File: config.mk
export PLATFORM = sky130hd
export DESIGN_NAME = scalar_kalman_filter
export DESIGN_NICKNAME = d
export VERILOG_FILES = /design/src/rtl/skf_pkg.sv /design/src/rtl/skf_div.sv /design/src/rtl/skf_mul.sv /design/src/rtl/scalar_kalman_filter.sv
export SDC_FILE = /design/constraint.sdc
export NUM_CORES = 2
export LEC_CHECK = 0
export BUFFER_PORTS_ARGS = -buffer_cell sky130_fd_sc_hd__buf_2
export CAP_MARGIN = 20
export CORE_ASPECT_RATIO = 2
export CORE_MARGIN = 1
export CORE_UTILIZATION = 45
export DETAILED_ROUTE_END_ITERATION = 8
export PLACE_DENSITY = 0.61
export SYNTH_ARGS = -nofsm -noshare
export SYNTH_HDL_FRONTEND = slang
export SYNTH_HIERARCHICAL = 1
export SYNTH_SLANG_ARGS = --single-unit
File: constraint.sdc
create_clock -name clk -period 20.5 [get_ports clk]
set_clock_uncertainty 0.1 [all_clocks]
set_input_delay 6.15 -clock clk [delete_from_list [all_inputs] [get_ports clk]]
set_output_delay 6.15 -clock clk [all_outputs]
set_load 0.02 [all_outputs]
File: src/rtl/skf_pkg.sv
// Shared constants, types and state encoding for the scalar Kalman filter.
`timescale 1ns / 1ps
`default_nettype none

package skf_pkg;

    // Input sample field and the number of its low bits that carry the value.
    localparam int SAMPLE_BITS  = 16;
    localparam int SAMPLE_WIDTH = 16;

    // Q16.16 word, gain and divider sizes.
    localparam int WORD_BITS    = 32;
    localparam int GAIN_BITS    = 17;
    localparam int DEN_BITS     = WORD_BITS + 1;
    localparam int REM_BITS     = WORD_BITS + 2;
    localparam int DIV_STEPS    = GAIN_BITS;
    localparam int DIV_CNT_BITS = $clog2(DIV_STEPS);

    // Shared multiplier operand and product sizes.
    localparam int MUL_A_BITS   = WORD_BITS + 2;
    localparam int MUL_B_BITS   = GAIN_BITS + 1;
    localparam int MUL_P_BITS   = MUL_A_BITS + MUL_B_BITS;

    localparam logic [GAIN_BITS-1:0] Q_ONE      = 17'h1_0000;
    localparam logic [WORD_BITS-1:0] NOISE_INIT = 32'h0001_0000;

    // Configuration register indexes.
    localparam int CFG_INDEX_BITS = 2;
    localparam logic [CFG_INDEX_BITS-1:0] REG_PROCESS_NOISE     = 2'd0;
    localparam logic [CFG_INDEX_BITS-1:0] REG_MEASUREMENT_NOISE = 2'd1;

    typedef enum logic [3:0] {
        ST_IDLE,
        ST_PRED,
        ST_DEN,
        ST_DIV_GO,
        ST_DIV,
        ST_MUL_EST,
        ST_MUL_COV,
        ST_COV,
        ST_OUT
    } skf_state_t;

    // Request from the sequencer to the divider.
    typedef struct packed {
        logic                 start;
        logic [WORD_BITS-1:0] pred;
        logic [DEN_BITS-1:0]  den;
    } skf_div_req_t;

endpackage

`default_nettype wire

File: src/rtl/skf_div.sv
// Restoring divider that forms the Kalman gain one quotient bit per cycle.
`timescale 1ns / 1ps
`default_nettype none

module skf_div
(
    input  wire logic                                 clk,
    input  wire logic                                 rst_n,
    input  wire skf_pkg::skf_div_req_t                req,
    output logic                                      done,
    output logic [skf_pkg::GAIN_BITS-1:0]             quotient
);

    logic [skf_pkg::REM_BITS-1:0]     rem_reg, rem_next;
    logic [skf_pkg::GAIN_BITS-1:0]    quo_reg, quo_next;
    logic [skf_pkg::DIV_CNT_BITS-1:0] cnt_reg, cnt_next;
    logic [skf_pkg::DEN_BITS-1:0]     den_reg, den_next;
    logic                             busy_reg, busy_next;
    logic                             done_reg, done_next;
    logic [skf_pkg::REM_BITS-1:0]     den_ext;
    logic [skf_pkg::REM_BITS-1:0]     diff;
    logic                             fits;

    // One compare and subtract per cycle; the remainder is kept pre-shifted.
    assign den_ext = {1'b0, den_reg};
    assign fits    = rem_reg >= den_ext;
    assign diff    = fits ? (rem_reg - den_ext) : rem_reg;

    always_comb
    begin
        rem_next  = rem_reg;
        quo_next  = quo_reg;
        cnt_next  = cnt_reg;
        den_next  = den_reg;
        busy_next = busy_reg;
        done_next = 1'b0;
        if (req.start)
        begin
            rem_next  = {2'b00, req.pred};
            den_next  = req.den;
            quo_next  = '0;
            cnt_next  = '0;
            busy_next = 1'b1;
        end
        else if (busy_reg)
        begin
            rem_next = {diff[skf_pkg::REM_BITS-2:0], 1'b0};
            quo_next = {quo_reg[skf_pkg::GAIN_BITS-2:0], fits};
            cnt_next = cnt_reg + 1'b1;
            if (cnt_reg == skf_pkg::DIV_CNT_BITS'(skf_pkg::DIV_STEPS - 1))
            begin
                busy_next = 1'b0;
                done_next = 1'b1;
            end
        end
    end

    always_ff @(posedge clk or negedge rst_n)
    begin
        if (!rst_n)
        begin
            busy_reg <= 1'b0;
            done_reg <= 1'b0;
            cnt_reg  <= '0;
        end
        else
        begin
            busy_reg <= busy_next;
            done_reg <= done_next;
            cnt_reg  <= cnt_next;
        end
    end

    always_ff @(posedge clk)
    begin
        rem_reg <= rem_next;
        quo_reg <= quo_next;
        den_reg <= den_next;
    end

    assign done     = done_reg;
    assign quotient = quo_reg;

endmodule

`default_nettype wire

File: src/rtl/skf_mul.sv
// Shared signed multiplier with a registered product.
`timescale 1ns / 1ps
`default_nettype none

module skf_mul
(
    input  wire logic                                  clk,
    input  wire logic signed [skf_pkg::MUL_A_BITS-1:0] a,
    input  wire logic signed [skf_pkg::MUL_B_BITS-1:0] b,
    output logic signed [skf_pkg::MUL_P_BITS-1:0]      product
);

    logic signed [skf_pkg::MUL_P_BITS-1:0] prod_reg, prod_next;

    // Both operands are sign-extended to the product width before the multiply.
    assign prod_next = skf_pkg::MUL_P_BITS'(a) * skf_pkg::MUL_P_BITS'(b);

    always_ff @(posedge clk)
    begin
        prod_reg <= prod_next;
    end

    assign product = prod_reg;

endmodule

`default_nettype wire

File: src/rtl/scalar_kalman_filter.sv
// Each input transfer passes through prediction, denominator, the 17-step gain division,
// two passes through the shared multiplier and the covariance update before the result
// is offered on the output. A new sample is accepted only after that result is loaded into
// the output register, where it waits while the next sample is accepted.
// Reset (rst_n low, asynchronous) clears estimate and covariance to zero and sets
// both noise registers to 1.0 in Q16.16.
`timescale 1ns / 1ps
`default_nettype none

module scalar_kalman_filter
(
    input  wire logic                                  clk,
    input  wire logic                                  rst_n,
    // Input samples. s_tdata: [15:0] sample (signed integer).
    input  wire logic                                  s_tvalid,
    output logic                                       s_tready,
    input  wire logic [15:0]                           s_tdata,
    // Filtered estimates. m_tdata: [31:0] estimate (signed Q16.16).
    output logic                                       m_tvalid,
    input  wire logic                                  m_tready,
    output logic [31:0]                                m_tdata,
    // Configuration writes.
    input  wire logic                                  cfg_valid,
    output logic                                       cfg_ready,
    input  wire logic [skf_pkg::CFG_INDEX_BITS-1:0]    cfg_index,
    input  wire logic [31:0]                           cfg_data
);

    localparam logic signed [35:0] EST_MAX = 36'sh0_7FFF_FFFF;
    localparam logic signed [35:0] EST_MIN = 36'shF_8000_0000;

    skf_pkg::skf_state_t state_reg, state_next;

    // Filter state and noise registers.
    logic        [31:0] q_reg, q_next;
    logic        [31:0] r_reg, r_next;
    logic signed [31:0] est_reg, est_next;
    logic        [31:0] cov_reg, cov_next;

    // Per-sample working registers.
    logic signed [skf_pkg::SAMPLE_BITS-1:0] sample_reg, sample_next;
    logic        [31:0]                     pred_reg, pred_next;
    logic        [skf_pkg::DEN_BITS-1:0]    den_reg, den_next;
    logic signed [33:0]                     innov_reg, innov_next;
    logic        [skf_pkg::GAIN_BITS-1:0]   gain_reg, gain_next;

    // Output register.
    logic        [31:0] out_reg, out_next;
    logic               valid_reg, valid_next;

    // Control from the sequencer.
    logic               in_xfer;
    logic               mul_sel_cov;
    logic               out_load;
    skf_pkg::skf_div_req_t div_req;

    // Shared units.
    logic                                   div_done;
    logic [skf_pkg::GAIN_BITS-1:0]          div_quotient;
    logic signed [skf_pkg::MUL_A_BITS-1:0]  mul_a;
    logic signed [skf_pkg::MUL_B_BITS-1:0]  mul_b;
    logic signed [skf_pkg::MUL_P_BITS-1:0]  mul_p;

    // Datapath helpers.
    logic signed [skf_pkg::SAMPLE_BITS-1:0] sample_ext;
    logic        [32:0]                     pred_sum;
    logic signed [31:0]                     sample_q;
    logic signed [35:0]                     delta;
    logic signed [35:0]                     est_sum;

    // Only the low SAMPLE_WIDTH bits of a sample count; they are sign-extended.
    assign sample_ext = $signed(s_tdata[skf_pkg::SAMPLE_WIDTH-1:0]);

    // The divider sees the saturated prediction and the 33-bit denominator.
    assign div_req.start = (state_reg == skf_pkg::ST_DIV_GO);
    assign div_req.pred  = pred_reg;
    assign div_req.den   = den_reg;

    skf_div u_div
    (
        .clk      (clk),
        .rst_n    (rst_n),
        .req      (div_req),
        .done     (div_done),
        .quotient (div_quotient)
    );

    // The multiplier first forms gain times innovation, then (1 - gain) times the
    // predicted covariance.
    always_comb
    begin
        if (mul_sel_cov)
        begin
            mul_a = {2'b00, pred_reg};
            mul_b = {1'b0, skf_pkg::Q_ONE - gain_reg};
        end
        else
        begin
            mul_a = innov_reg;
            mul_b = {1'b0, gain_reg};
        end
    end

    skf_mul u_mul
    (
        .clk     (clk),
        .a       (mul_a),
        .b       (mul_b),
        .product (mul_p)
    );

    // Next state.
    always_comb
    begin
        state_next = state_reg;
        unique case (state_reg)
            skf_pkg::ST_IDLE:
            begin
                if (s_tvalid)
                begin
                    state_next = skf_pkg::ST_PRED;
                end
            end
            skf_pkg::ST_PRED:    state_next = skf_pkg::ST_DEN;
            skf_pkg::ST_DEN:     state_next = skf_pkg::ST_DIV_GO;
            skf_pkg::ST_DIV_GO:  state_next = skf_pkg::ST_DIV;
            skf_pkg::ST_DIV:
            begin
                if (div_done)
                begin
                    state_next = skf_pkg::ST_MUL_EST;
                end
            end
            skf_pkg::ST_MUL_EST: state_next = skf_pkg::ST_MUL_COV;
            skf_pkg::ST_MUL_COV: state_next = skf_pkg::ST_COV;
            skf_pkg::ST_COV:     state_next = skf_pkg::ST_OUT;
            skf_pkg::ST_OUT:
            begin
                if (!valid_reg || m_tready)
                begin
                    state_next = skf_pkg::ST_IDLE;
                end
            end
            default:             state_next = skf_pkg::ST_IDLE;
        endcase
    end

    // Sequencer outputs.
    always_comb
    begin
        s_tready    = (state_reg == skf_pkg::ST_IDLE);
        mul_sel_cov = (state_reg == skf_pkg::ST_MUL_COV);
        out_load    = (state_reg == skf_pkg::ST_OUT) && (!valid_reg || m_tready);
    end

    assign in_xfer   = s_tvalid && s_tready;
    assign cfg_ready = 1'b1;

    assign pred_sum = {1'b0, cov_reg} + {1'b0, q_reg};
    assign sample_q = {sample_reg, 16'h0000};
    assign delta    = mul_p[skf_pkg::MUL_P_BITS-1:16];
    assign est_sum  = {{4{est_reg[31]}}, est_reg} + delta;

    // Datapath register updates.
    always_comb
    begin
        q_next      = q_reg;
        r_next      = r_reg;
        est_next    = est_reg;
        cov_next    = cov_reg;
        sample_next = sample_reg;
        pred_next   = pred_reg;
        den_next    = den_reg;
        innov_next  = innov_reg;
        gain_next   = gain_reg;
        out_next    = out_reg;
        valid_next  = valid_reg;

        if (cfg_valid && cfg_ready)
        begin
            if (cfg_index == skf_pkg::REG_PROCESS_NOISE)
            begin
                q_next = cfg_data;
            end
            else if (cfg_index == skf_pkg::REG_MEASUREMENT_NOISE)
            begin
                r_next = cfg_data;
            end
        end

        if (in_xfer)
        begin
            sample_next = sample_ext;
        end

        // Prediction saturates at the largest covariance.
        if (state_reg == skf_pkg::ST_PRED)
        begin
            pred_next = pred_sum[32] ? 32'hFFFF_FFFF : pred_sum[31:0];
        end

        if (state_reg == skf_pkg::ST_DEN)
        begin
            den_next   = {1'b0, pred_reg} + {1'b0, r_reg};
            innov_next = {{2{sample_q[31]}}, sample_q} - {{2{est_reg[31]}}, est_reg};
        end

        // A zero denominator means both terms are zero; the gain is then one.
        if ((state_reg == skf_pkg::ST_DIV) && div_done)
        begin
            gain_next = (den_reg == '0) ? skf_pkg::Q_ONE : div_quotient;
        end

        // The product of gain and innovation is ready here; floor by shifting.
        if (state_reg == skf_pkg::ST_MUL_COV)
        begin
            if (est_sum > EST_MAX)
            begin
                est_next = EST_MAX[31:0];
            end
            else if (est_sum < EST_MIN)
            begin
                est_next = EST_MIN[31:0];
            end
            else
            begin
                est_next = est_sum[31:0];
            end
        end

        if (state_reg == skf_pkg::ST_COV)
        begin
            cov_next = mul_p[47:16];
        end

        if (m_tready)
        begin
            valid_next = 1'b0;
        end
        if (out_load)
        begin
            out_next   = est_reg;
            valid_next = 1'b1;
        end
    end

    always_ff @(posedge clk or negedge rst_n)
    begin
        if (!rst_n)
        begin
            state_reg <= skf_pkg::ST_IDLE;
            q_reg     <= skf_pkg::NOISE_INIT;
            r_reg     <= skf_pkg::NOISE_INIT;
            est_reg   <= '0;
            cov_reg   <= '0;
            valid_reg <= 1'b0;
        end
        else
        begin
            state_reg <= state_next;
            q_reg     <= q_next;
            r_reg     <= r_next;
            est_reg   <= est_next;
            cov_reg   <= cov_next;
            valid_reg <= valid_next;
        end
    end

    always_ff @(posedge clk)
    begin
        sample_reg <= sample_next;
        pred_reg   <= pred_next;
        den_reg    <= den_next;
        innov_reg  <= innov_next;
        gain_reg   <= gain_next;
        out_reg    <= out_next;
    end

    assign m_tvalid = valid_reg;
    assign m_tdata  = out_reg;

`ifndef SYNTHESIS
    // The divider only reports completion while the sequencer waits for it.
    a_div_done_in_div: assert property (@(posedge clk) disable iff (!rst_n)
        div_done |-> (state_reg == skf_pkg::ST_DIV))
        else $error("divider finished outside the divide state");

    // The gain never exceeds one when it is used.
    a_gain_range: assert property (@(posedge clk) disable iff (!rst_n)
        (state_reg == skf_pkg::ST_MUL_EST) |-> (gain_reg <= skf_pkg::Q_ONE))
        else $error("gain above one");

    // The covariance product always fits the 32-bit covariance after scaling.
    a_cov_fits: assert property (@(posedge clk) disable iff (!rst_n)
        (state_reg == skf_pkg::ST_COV) |-> (mul_p[skf_pkg::MUL_P_BITS-1:48] == '0))
        else $error("covariance product overflow");

    // A new result is loaded only when the output register is free or draining.
    a_no_overwrite: assert property (@(posedge clk) disable iff (!rst_n)
        (m_tvalid && !m_tready) |=> (m_tdata == $past(m_tdata)))
        else $error("pending result overwritten");
`endif

endmodule

`default_nettype wire
# Word-level counts from Yosys, hierarchy flattened
# Cells that the tools add are included.
# W data, S select, Z words.
# classes
multipliers,1
add_sub_neg,7
shift,0
n_bitwise,1
div,0
magnitude_cmp,3
n_mux,21
eq_ne,13
reduce_logical,13
# op_table
cell,count
$mux W32,4
$add A32 B32 Y33,2
$mul A34 B18 Y52,1
$add A36 B36 Y36,1
$gt A36 B32 Y1 const B,1
$lt A36 B32 Y1 const B,1
$pmux W4 S9,1
$ge A34 B33 Y1,1
$mux W34,1
$logic_not A33 Y1,1
$mux W33,1
$sub A32 B32 Y33,1
$sub A33 B33 Y33,1
$mux W17,1
$sub A17 B17 Y17 const A,1
$eq A4 B3 Y1 const B,4
$mux W4,3
$mux W5,2
$eq A4 B2 Y1 const B,2
$mux W1,8
$reduce_and A3 Y1,2
$add A5 B1 Y5 const B,1
$eq A5 B5 Y1 const B,1
$eq A4 B1 Y1 const B,1
12 further kinds,16
# word_totals
regBits,440
ram_bits,0
memories,0
inputBits,55
out_inout_bits,35
elab_cells,79
mem_bits_ro,0
latchBits,0

# Longest topological paths before layout
# depth
ltp_word,4
ltp_mapped,33
depth_no_buf,30

# Cells and area by module
# The synthesis kept the hierarchy.
# by_module_without_submodules
mod,area_per_inst_um2,cells_each,seq_area_each_um2,n_inst
skf_mul,22027.4,2440,1041.0,1
scalar_kalman_filter,17335.4,1636,8225.4,1
skf_div,5644.2,582,2507.4,1

# Worst setup path after synthesis
# No wires, ideal clock.
# synth_path
kind,input port to flip-flop
start,input port m_tready
end,register out_reg[0] (netlist: m_tdata[0]) (enable)
arrival_time_ns,7.737
setup_slack_ns,12.239
setup_ns,0.425
path_stages,2
required_ns,19.975
n_path_buf,0
path_cell_list,nand2b_1 > nor2b_1
# synth_via
elab_chain_len,2
# synth_lines
element,line_no,rtl
start: declaration,scalar_kalman_filter.sv:20,"input wire logic m_tready,"
$logic_or A1 B1 Y1,scalar_kalman_filter.sv:153,out_load = (state_reg == skf_pkg::ST_OUT) && (!valid_reg || m_tready);
$logic_and A1 B1 Y1,scalar_kalman_filter.sv:153,
via out_load,scalar_kalman_filter.sv:54,logic out_load;
end signal: assignment,scalar_kalman_filter.sv:276,out_reg <= out_next;
end: declaration,scalar_kalman_filter.sv:48,"logic [31:0] out_reg, out_next;"
# The timed path passes the listed nets, and every way through them passes these cells.
# A chain may end at the register's enable or synchronous reset.

# Worst setup path after layout
# layout_path
start,register state_reg[2]
end,register u_mul.prod_reg (netlist bit u_mul/product[46])
# layout_via
elab_chain_len,3
word_cells_on_any_way,4
classes_between,1 x mul; 1 x eq/ne; 2 x mux
# layout_lines
element,line_no,rtl
start: declaration,scalar_kalman_filter.sv:32,"skf_pkg::skf_state_t state_reg, state_next;"
start signal: assignment,scalar_kalman_filter.sv:251,state_reg <= skf_pkg::ST_IDLE;
start signal: assignment,scalar_kalman_filter.sv:260,state_reg <= state_next;
$eq A4 B3 Y1,scalar_kalman_filter.sv:152,mul_sel_cov = (state_reg == skf_pkg::ST_MUL_COV);
$mux W34,scalar_kalman_filter.sv:92,if (mul_sel_cov)
"via mul_a, one bit",scalar_kalman_filter.sv:60,logic signed [skf_pkg::MUL_A_BITS-1:0] mul_a;
$mul A34 B18 Y52,skf_mul.sv:16,assign prod_next = skf_pkg::MUL_P_BITS'(a) * skf_pkg::MUL_P_BITS'(b);
"via u_mul.prod_next, one bit",skf_mul.sv:13,"logic signed [skf_pkg::MUL_P_BITS-1:0] prod_reg, prod_next;"
end signal: assignment,skf_mul.sv:20,prod_reg <= prod_next;
end: declaration,skf_mul.sv:13,
# The timed path passes the listed nets, and every way through them passes these cells.

==> metrics.cfg <==
[synth]
yosys_warnings=6
avgSynthCellArea_sq_um=9.640
syn_area_sq_um=44530
netlist_instances=4619

[worst_setup_path]
crit_required_ns=20.84
arrival_ns=9.94
worstPathMaxFanout=56
cp_num_buf_inv=7
critPathMaxStageDelay_ns=0.71
end_kind=flop
critPathTopFamily=adder cells
cp_slowest_cell=nand2_1
critical_path.startpoint_type=flop
worst-setup-path-type=flop to flop
cpMostUsedCell=fa_1

[global_route]
grt_max_degree=81
grt_overflow=0
first_global_vias=35480
grt_pass1_wl_microns=199200
grtUsageTotal_pct=26.39
antenna_found_initial=3

[placement]
port-buffer-count=88
dp_hpwl_microns=101500
placed_cells_incl_taps=5874
globalplace.congestion=0.9626
place_ws_ns=10.94
postPlaceCellArea_sq_um=46410

[detailed_routing]
wl_met1_microns=43580
wl_met2_microns=72610
wl_per_cell_microns=21.81
drc=0
highest_layer=met5
drt_pass1_iterations=5
drt-initial-drc-count=1738
viasPerCell=5.480
drtAntennaViolNets=0
met3_length_microns=3899
wl_microns=129600
via_count=32570

[cells_and_area]
largest_reg_flops=36
finalNonFillerCells=5943
multiInputGateArea_sq_um=29650
drive_gt1_share_pct=8.321
finalNetCount=5522
syn2layout_area_growth_pct=6.975
finalInstanceArea_sq_um=47630
seqCellArea_sq_um=11450
n_fill_cell=9220

[timing]
slew_headroom_pct=10.69
rsz0062_at_grt=false
finalCritPeriodShare_pct=46.81
setup_violations=0
period_minus_slack_ns=9.597
fmax_mhz=104.2
worst_pin_slew_ns=1.323
tns_ns=0
hold_viol=0
fin_ws_ns=10.90
drv_slew=0

[outcome]
status=finished clean

[floorplanning]
die_y_microns=446.9
io_pins=90
initial_core_util_pct=45.57
coreArea_sq_um=97700
die-area_sq_um=100300
die_w_microns=224.4
row_count=162

[clock_network]
cts.sink_count=423
cts_setup_buffers=0
htree_levels=2
cts_hold_buf=0
cts_buffers=36
cts.clk_slew.worst_paths_ns=0.07
cts_tree=yes
cts-root-buf=clkbuf_16
insertion_delay_ns=0.57
ctsResizeCount=0
cts_buffer_depth=3

[flow_run]
drv_cap=0

[min_path]
hp-class=flop to flop

[final cells by class]
cell class | instances | share of cell area, %
multi-input combinational | 3244 | 62.26
inverter | 758 | 5.974
clock buffer | 45 | 2.162
timing repair buffer | 138 | 1.734
sequential | 423 | 24.05
tap | 1312 | 3.446
antenna | 4 | 0.02102
clock inverter | 19 | 0.3599
[worst paths after layout]
check / startpoint / end / slack, ns / cells past startpoint
worst max-delay path: state_reg[2]$_DFFE_PN0P_ / u_mul/product[46]$_DFF_P_ / 10.90 / 27
min in group asynchronous: rst_n / est_reg[0]$_DFFE_PN0P_ / 5.53 / 1
worst min-delay path: den_reg[21]$_DFFE_PP_ / u_div/den_reg[21]$_DFFE_PP_ / 0.35 / 0
worst max register to register: state_reg[2]$_DFFE_PN0P_ / u_mul/product[46]$_DFF_P_ / 10.90 / 27
max in group asynchronous: rst_n / q_reg[27]$_DFFE_PN0P_ / 13.35 / 2
worst min register to register: den_reg[21]$_DFFE_PP_ / u_div/den_reg[21]$_DFFE_PP_ / 0.35 / 0
[metal layers]
layer | GRT usage [%] | vias up
met1 | 25.78 | 16580
li1 | - | 14830
met3 | 2.337 | 360
met5 | 0 | -
met2 | 51.75 | 800
met4 | 17.46 | 2
[cells in the final DEF (no fill, tap or decap), types with 27 or more instances in the layout]
cell type / n
mux2_2: 108
nand2_1: 600
clkbuf_16: 40
a21oi_1: 193
a211oi_1: 38
xnor2_1: 107
buf_2: 87
buf_4: 49
fa_1: 589
nor2_1: 210
a31oi_1: 29
nand2b_1: 30
nand4_1: 27
and2_1: 253
nand3_1: 54
dfrtp_1: 138
o21a_1: 32
xor2_1: 75
nor3_1: 45
dfxtp_1: 55
edfxtp_1: 228
nor2b_1: 38
inv_1: 758
a21o_1: 86
o21ai_0: 148
ha_1: 277
[stage by stage]
| step | hold WS (ns) | util (%) |
|---|---|---|
| floorplan | 0.3174 | - |
| global placement | 0.3268 | 47.49 |
| detailed placement | 0.3308 | 47.50 |
| CTS | 0.3489 | 48.73 |
| global route | 0.3540 | 48.75 |
| finish | 0.3501 | 48.75 |
Power is not shown: default switching activity piles up to over one toggle a cycle in this logic, so the estimate is an artifact.
